**src/rtl/core/mfps_pkg.sv**
```systemverilog
// ----------------------------------------------------------------------------
// mfps_pkg
// Shared widths, types and defaults of the minimum falling path sum block.
// ----------------------------------------------------------------------------
package mfps_pkg;

  localparam int ELEM_W       = 16;
  localparam int SUM_W        = 24;
  localparam int CFG_W        = 7;
  localparam int MAX_SIZE_DEF = 64;
  localparam int SIZE_RST     = 64;

  typedef logic signed [ELEM_W-1:0] elem_t;
  typedef logic signed [SUM_W-1:0]  sum_t;

  // Position of the element now at the input, relative to the matrix.
  typedef struct packed {
    logic first_row;
    logic last_row;
    logic first_col;
    logic last_col;
    logic has_right;
  } pos_t;

endpackage

```
**src/rtl/core/mfps_cell.sv**
```systemverilog
// ----------------------------------------------------------------------------
// mfps_cell
// One slot of the best-sum shift line: loads the fresh sum or its neighbor.
// ----------------------------------------------------------------------------
module mfps_cell (
  input  logic          clk,
  input  logic          shift_en,
  input  logic          inject,
  input  mfps_pkg::sum_t fresh,
  input  mfps_pkg::sum_t from_next,
  output mfps_pkg::sum_t q
);
  import mfps_pkg::*;

  sum_t q_r;
  sum_t q_nxt;

  always_comb begin
    q_nxt = q_r;
    if (shift_en) begin
      q_nxt = inject ? fresh : from_next;
    end
  end

  always_ff @(posedge clk) begin
    q_r <= q_nxt;
  end

  assign q = q_r;

endmodule

```
**src/rtl/core/mfps_ctrl.sv**
```systemverilog
// ----------------------------------------------------------------------------
// mfps_ctrl
// Size register and row/column counters of the streamed matrix.
// ----------------------------------------------------------------------------
module mfps_ctrl #(
  parameter int MAX_SIZE = mfps_pkg::MAX_SIZE_DEF,
  parameter int SZW      = $clog2(MAX_SIZE + 1),
  parameter int CW       = (MAX_SIZE > 1) ? $clog2(MAX_SIZE) : 1
) (
  input  logic                       clk,
  input  logic                       rst_n,
  input  logic                       cfg_wr_en,
  input  logic [mfps_pkg::CFG_W-1:0] cfg_wr_data,
  input  logic                       advance,
  output logic [SZW-1:0]             size,
  output logic [CW-1:0]              col,
  output mfps_pkg::pos_t             pos
);
  import mfps_pkg::*;

  localparam int RST_EFF = (SIZE_RST > MAX_SIZE) ? MAX_SIZE : SIZE_RST;

  logic [SZW-1:0] size_r, size_nxt;
  logic [CW-1:0]  row_r, row_nxt;
  logic [CW-1:0]  col_r, col_nxt;
  logic           last_col, last_row;

  assign last_col = (SZW'(col_r) + SZW'(1)) == size_r;
  assign last_row = (SZW'(row_r) + SZW'(1)) == size_r;

  always_comb begin
    size_nxt = size_r;
    row_nxt  = row_r;
    col_nxt  = col_r;
    if (cfg_wr_en) begin
      // zero means one, anything above the capacity saturates
      if (cfg_wr_data == '0) begin
        size_nxt = SZW'(1);
      end else if (32'(cfg_wr_data) > 32'(MAX_SIZE)) begin
        size_nxt = SZW'(MAX_SIZE);
      end else begin
        size_nxt = SZW'(cfg_wr_data);
      end
      row_nxt = '0;
      col_nxt = '0;
    end else if (advance) begin
      if (last_col) begin
        col_nxt = '0;
        row_nxt = last_row ? '0 : row_r + CW'(1);
      end else begin
        col_nxt = col_r + CW'(1);
      end
    end
  end

  always_ff @(posedge clk) begin
    if (!rst_n) begin
      size_r <= SZW'(RST_EFF);
      row_r  <= '0;
      col_r  <= '0;
    end else begin
      size_r <= size_nxt;
      row_r  <= row_nxt;
      col_r  <= col_nxt;
    end
  end

  assign size          = size_r;
  assign col           = col_r;
  assign pos.first_row = (row_r == '0);
  assign pos.last_row  = last_row;
  assign pos.first_col = (col_r == '0);
  assign pos.last_col  = last_col;
  assign pos.has_right = !last_col;

endmodule

```
**src/rtl/core/min_falling_path_sum.sv**
```systemverilog
// The result appears on out_valid in the cycle after the matrix's last item is taken.
// Throughput: one item per clock while in_stall is low; the shift line of best sums moves once per item.
// The input stalls only when a last item arrives while a previous result is stalled.
// Reset (rst_n, synchronous): counters and output valid clear, matrix size reads 64, or MAX_SIZE if smaller.
// The best-sum line needs no clearing; it is always refilled before use.
// ----------------------------------------------------------------------------
// min_falling_path_sum
// Streamed minimum falling path sum over a square matrix, one element per item.
// ----------------------------------------------------------------------------
module min_falling_path_sum #(
  parameter int MAX_SIZE = mfps_pkg::MAX_SIZE_DEF
) (
  input  logic                        clk,
  input  logic                        rst_n,
  input  logic                        cfg_wr_en,
  input  logic [mfps_pkg::CFG_W-1:0]  cfg_wr_data,
  input  logic                        in_valid,
  output logic                        in_stall,
  input  logic signed [mfps_pkg::ELEM_W-1:0] in_element_value,
  output logic                        out_valid,
  input  logic                        out_stall,
  output logic signed [mfps_pkg::SUM_W-1:0]  out_min_path_sum
);
  import mfps_pkg::*;

  localparam int SZW = $clog2(MAX_SIZE + 1);
  localparam int CW  = (MAX_SIZE > 1) ? $clog2(MAX_SIZE) : 1;

  logic           in_acc;
  logic [SZW-1:0] size;
  logic [CW-1:0]  col;
  pos_t           pos;

  sum_t           line_q [MAX_SIZE];
  logic           inject [MAX_SIZE];
  sum_t           tap_here, tap_right;
  sum_t           fresh, best;
  sum_t           saved_left_r, saved_left_nxt;
  sum_t           run_min_r, run_min_nxt;
  logic           out_valid_r, out_valid_nxt;
  sum_t           out_sum_r, out_sum_nxt;

  assign in_stall = out_valid_r && out_stall && pos.last_row && pos.last_col;
  assign in_acc   = in_valid && !in_stall;

  mfps_ctrl #(
    .MAX_SIZE (MAX_SIZE),
    .SZW      (SZW),
    .CW       (CW)
  ) u_ctrl (
    .clk         (clk),
    .rst_n       (rst_n),
    .cfg_wr_en   (cfg_wr_en),
    .cfg_wr_data (cfg_wr_data),
    .advance     (in_acc),
    .size        (size),
    .col         (col),
    .pos         (pos)
  );

  // Fresh sums enter at slot size-1 and reach slot 0 one row later.
  for (genvar k = 0; k < MAX_SIZE; k++) begin : g_line
    assign inject[k] = (size == SZW'(k + 1));
    if (k == MAX_SIZE - 1) begin : g_tail
      mfps_cell u_cell (
        .clk       (clk),
        .shift_en  (in_acc),
        .inject    (inject[k]),
        .fresh     (fresh),
        .from_next (fresh),
        .q         (line_q[k])
      );
    end else begin : g_body
      mfps_cell u_cell (
        .clk       (clk),
        .shift_en  (in_acc),
        .inject    (inject[k]),
        .fresh     (fresh),
        .from_next (line_q[k+1]),
        .q         (line_q[k])
      );
    end
  end

  assign tap_here = line_q[0];
  if (MAX_SIZE > 1) begin : g_right
    assign tap_right = line_q[1];
  end else begin : g_no_right
    assign tap_right = '0;
  end

  always_comb begin
    best = tap_here;
    if (!pos.first_col && (saved_left_r < best)) begin
      best = saved_left_r;
    end
    if (pos.has_right && (tap_right < best)) begin
      best = tap_right;
    end
    if (pos.first_row) begin
      fresh = SUM_W'(in_element_value);
    end else begin
      fresh = SUM_W'(in_element_value) + best;
    end
  end

  always_comb begin
    saved_left_nxt = saved_left_r;
    run_min_nxt    = run_min_r;
    if (in_acc) begin
      saved_left_nxt = tap_here;
      if (pos.last_row && (pos.first_col || (fresh < run_min_r))) begin
        run_min_nxt = fresh;
      end
    end
  end

  always_comb begin
    out_valid_nxt = out_valid_r && out_stall;
    out_sum_nxt   = out_sum_r;
    if (in_acc && pos.last_row && pos.last_col) begin
      out_valid_nxt = 1'b1;
      out_sum_nxt   = run_min_nxt;
    end
  end

  always_ff @(posedge clk) begin
    if (!rst_n) begin
      saved_left_r <= '0;
      run_min_r    <= '0;
      out_valid_r  <= 1'b0;
    end else begin
      saved_left_r <= saved_left_nxt;
      run_min_r    <= run_min_nxt;
      out_valid_r  <= out_valid_nxt;
    end
  end

  always_ff @(posedge clk) begin
    out_sum_r <= out_sum_nxt;
  end

  assign out_valid        = out_valid_r;
  assign out_min_path_sum = out_sum_r;

`ifndef SYNTHESIS
  // a result shows up only after the matrix's last item was taken
  assert property (@(posedge clk) disable iff (!rst_n)
    $rose(out_valid) |-> $past(in_acc && pos.last_row && pos.last_col))
    else $error("result without a last item");

  // the column counter stays inside the configured size
  assert property (@(posedge clk) disable iff (!rst_n)
    SZW'(col) < size)
    else $error("column counter beyond size");

  // the input is held back only while a finished result is stalled
  assert property (@(posedge clk) disable iff (!rst_n)
    in_stall |-> (out_valid && out_stall))
    else $error("input stalled without a pending result");

  // a size write restarts the matrix
  assert property (@(posedge clk) disable iff (!rst_n)
    cfg_wr_en |=> (pos.first_row && pos.first_col))
    else $error("counters not cleared by size write");
`endif

endmodule
```
**config.mk**
```make
export PLATFORM = sky130hd
export DESIGN_NAME = min_falling_path_sum
export DESIGN_NICKNAME = d
export VERILOG_FILES = /design/src/rtl/core/mfps_pkg.sv /design/src/rtl/core/mfps_cell.sv /design/src/rtl/core/mfps_ctrl.sv /design/src/rtl/core/min_falling_path_sum.sv
export SDC_FILE = /design/constraint.sdc
export NUM_CORES = 2
export LEC_CHECK = 0
export BUFFER_PORTS_ARGS = -buffer_cell sky130_fd_sc_hd__buf_2
export CORE_ASPECT_RATIO = 0.9
export CORE_UTILIZATION = 60
export DETAILED_ROUTE_END_ITERATION = 6
export GPL_TIMING_DRIVEN = 0
export MAX_ROUTING_LAYER = met4
export PLACE_DENSITY = 0.79
export SLEW_MARGIN = 20
export SYNTH_ARGS = -nofsm -noshare
export SYNTH_HDL_FRONTEND = slang
export SYNTH_SLANG_ARGS = --single-unit
```
**constraint.sdc**
```tcl
create_clock -name clk -period 115.3 [get_ports clk]
set_input_delay 23.06 -clock clk [delete_from_list [all_inputs] [get_ports clk]]
set_output_delay 23.06 -clock clk [all_outputs]
set_load 0.1 [all_outputs]
```
==> impl_metrics.yaml <==
global_route:
  grt_overflow: 0
  grt_pass1_wl_um: 258000
  grt_start_max_net_pins: 64
  antenna_found_initial: 11
  grt_pass1_vias: 46150
  track_usage_pct: 29.4
synth:
  synthArstFlopShare_pct: 0
  synth.distinct_cells: 74
  synth-seq-area-share_pct: 69.6
  yosysWarnings: 0
  synth_edf_count: 1560
  synth_area_um2: 69200
  syn_inst: 6042
  synthFlopType: "edfxtp_1"
  avgSynthCellArea_um2: 11.5
  syn-num-nets: 6168
  ys_ff_latch: 1628
final_layout:
  fin_area_um2: 77300
  finish.utilization_pct: 68.0
  instances_no_fill: 7928
  nFillCells: 7680
  drive_gt1_share_pct: 6.55
  syn2layout_area_growth_pct: 11.7
  nNetsFinal: 6419
place:
  dp_hpwl_um: 114000
  place_congestion: 0.920
  port_buffers: 53
  dp.cells: 7623
  postPlaceCellArea_um2: 72400
  dpl_worst_slack_ps: 68330
worst_setup_path:
  critPathMaxStageDelay_ps: 480
  cpMaxStageDelayCell: "buf_2"
  worstPathRequired_ps: 92240
  cp_num_buf_inv: 2
  end_kind: "primary output"
  cp.arrival_ps: 23920
  worstSetupStartpointType: "input port"
  crit_family: "buffers and inverters"
  critPathMaxFanout: 2
  crit_type: "input port to primary output"
  cpMostUsedCell: "buf_2"
  cp_cell_sequence: "buf_2, nand2_1, nor3b_1, buf_2"
routing:
  drc: 0
  drt_pass1_iterations: 6
  drt_iter0_markers: 6306
  wire_per_inst_um: 20.9
  drt_wl_total_um: 166000
  postRouteAntennaNets: 0
  vias: 47946
  viasPerCell: 6.05
timing:
  worst_slew_pin_slew_ps: 1190
  min_period_ps: 46980
  fin_ws_ps: 68320
  timing.setup.tns_ps: 0
  timing.slew.headroom_pct: 20.2
  hold_viol: 0
  finClkSkew_ps: 27.9
  period_share_pct: 40.7
  maxClockFrequency_ghz: 0.0213
  timing.hold.ws_ps: 490
  setup_viol: 0
  rsz0062_at_grt: "no"
  drv_slew: 0
job:
  maxCapViolations: 0
cts:
  clock_sinks: 1628
  clk_latency_ps: 790
  ctsHoldBuffers: 0
  cts_tree: "built"
  cts_resized: 0
  cts_root_buf: "clkbuf_16"
  h-tree-depth: 4
  cts_setup_buffers: 0
  clock_path_buffers: 3
  clk_pin_slew_ps: 60
  cts_buffers: 155
outcome:
  status: "complete, no violations"
die:
  dieArea_um2: 117000
  coreArea_um2: 114000
  std_cell_rows: 117
  die_w_um: 360
  start_util_pct: 60.9
  die_h_um: 324
  ios: 54
power_and_ir_drop:
  power_density_nw_per_um2: 16.5
  ir_drop_v: 0.0000172
  cellLeakagePower_nw: 30.0
  total_power_mw: 1.28
hold_path:
  hp-class: "register to register"
-- where the power goes --
| part | total (mW) | internal, mW | switching, mW |
|---|---|---|---|
| logic | 0.0870 | 0.0272 | 0.0598 |
| clock network | 0.497 | 0.275 | 0.222 |
| registers | 0.694 | 0.684 | 0.00975 |
| total | 1.28 | 0.986 | 0.292 |
-- placed cells by master (no fill, tap or decap), drive strengths merged, types with 27 or more instances in the layout --
master	instances
buf	128
clkbuf	661
o21ai	1483
inv	101
ha	97
nor3	27
nand2	1610
a21oi	134
nor2	161
and2	34
clkinv	79
dfxtp	68
edfxtp	1560
mux2i	53
-- flip-flops by register name, summed over array words and instances, names as in the netlist --
name / flops
u_ctrl.row_r: 6
saved_left_r: 24
out_min_path_sum: 24
out_valid: 1
u_ctrl.size: 7
run_min_r: 24
g_line.g_tail.u_cell.q: 24
u_ctrl.col: 6
g_line.g_body.u_cell.q: 1512
-- final timing paths --
| path | start | to | slack (ps) | cells after the start |
|---|---|---|---|---|
| setup reg to reg | g_line[0].g_body.u_cell.q[23] | run_min_r[11] | 102410 | 45 |
| hold reg to reg | saved_left_r[10] | saved_left_r[10] | 490 | 2 |
| setup / recovery | out_stall | in_stall | 68320 | 4 |
| hold / removal | saved_left_r[10] | saved_left_r[10] | 490 | 2 |
-- tightest hold or removal path, delay by kind of cell, from the launching register on --
family,cells,cell delay [ps]
AOI/OAI and AO/OA,1,60
and+or+nand+nor,1,50
DFF,1,330
-- final cells by class --
cell class / count / area, µm² / share of cell area [%]
inverters: 93 / 349 / 0.452
clock inverters: 99 / 828 / 1.07
repair buffers: 94 / 1200 / 1.56
clock buffers: 191 / 4070 / 5.26
multi-input cells: 3817 / 18800 / 24.3
diodes: 15 / 37.5 / 0.0485
flip-flops and latches: 1628 / 48200 / 62.4
plain buffers: 504 / 1990 / 2.57
well taps: 1487 / 1860 / 2.41
-- cell usage after synthesis (16+ instances only) --
cell type  count  area share (%)
a21boi_0      24            0.26
and2_1        32            0.29
buf_2         19            0.14
a21oi_1      131            0.95
dfxtp_1       68             2.0
xnor2_1       19            0.24
nor2_1       161            0.87
mux2i_1       53            0.77
o21ai_2       37            0.47
nor3_1        27            0.20
inv_1         91            0.49
o21a_1        17            0.18
edfxtp_1    1560              68
ha_1          97             1.8
clkbuf_1     470             2.5
xor2_1        16            0.20
o21ai_0     1443              10
nand2_1     1610             8.7
-- logic make-up (layout without fill, tap and decap cells) --
group / Yosys count / in the layout / share of synthesized area [%]
compound gates: 1725 / 1725 / 13.2
xor+xnor: 36 / 36 / 0.466
fa+ha+maj: 98 / 98 / 1.78
buf+inv: 597 / 981 / 3.36
flops: 1628 / 1628 / 69.6
mux: 55 / 55 / 0.799
other cells: 0 / 15 / 0
simple gates: 1903 / 1903 / 10.8
-- per-layer routing --
| metal | vias to the layer above | global-route usage (%) | part of all wire, % |
|---|---|---|---|
| met5 | - | - | 0 |
| met3 | 329 | 6.75 | 10 |
| met4 | 0 | 11.5 | 3.9 |
| li1 | 21967 | - | - |
| met2 | 2301 | 44.7 | 46 |
| met1 | 23349 | 39.0 | 40 |
Note: power is estimated with default switching activity, not from simulation.
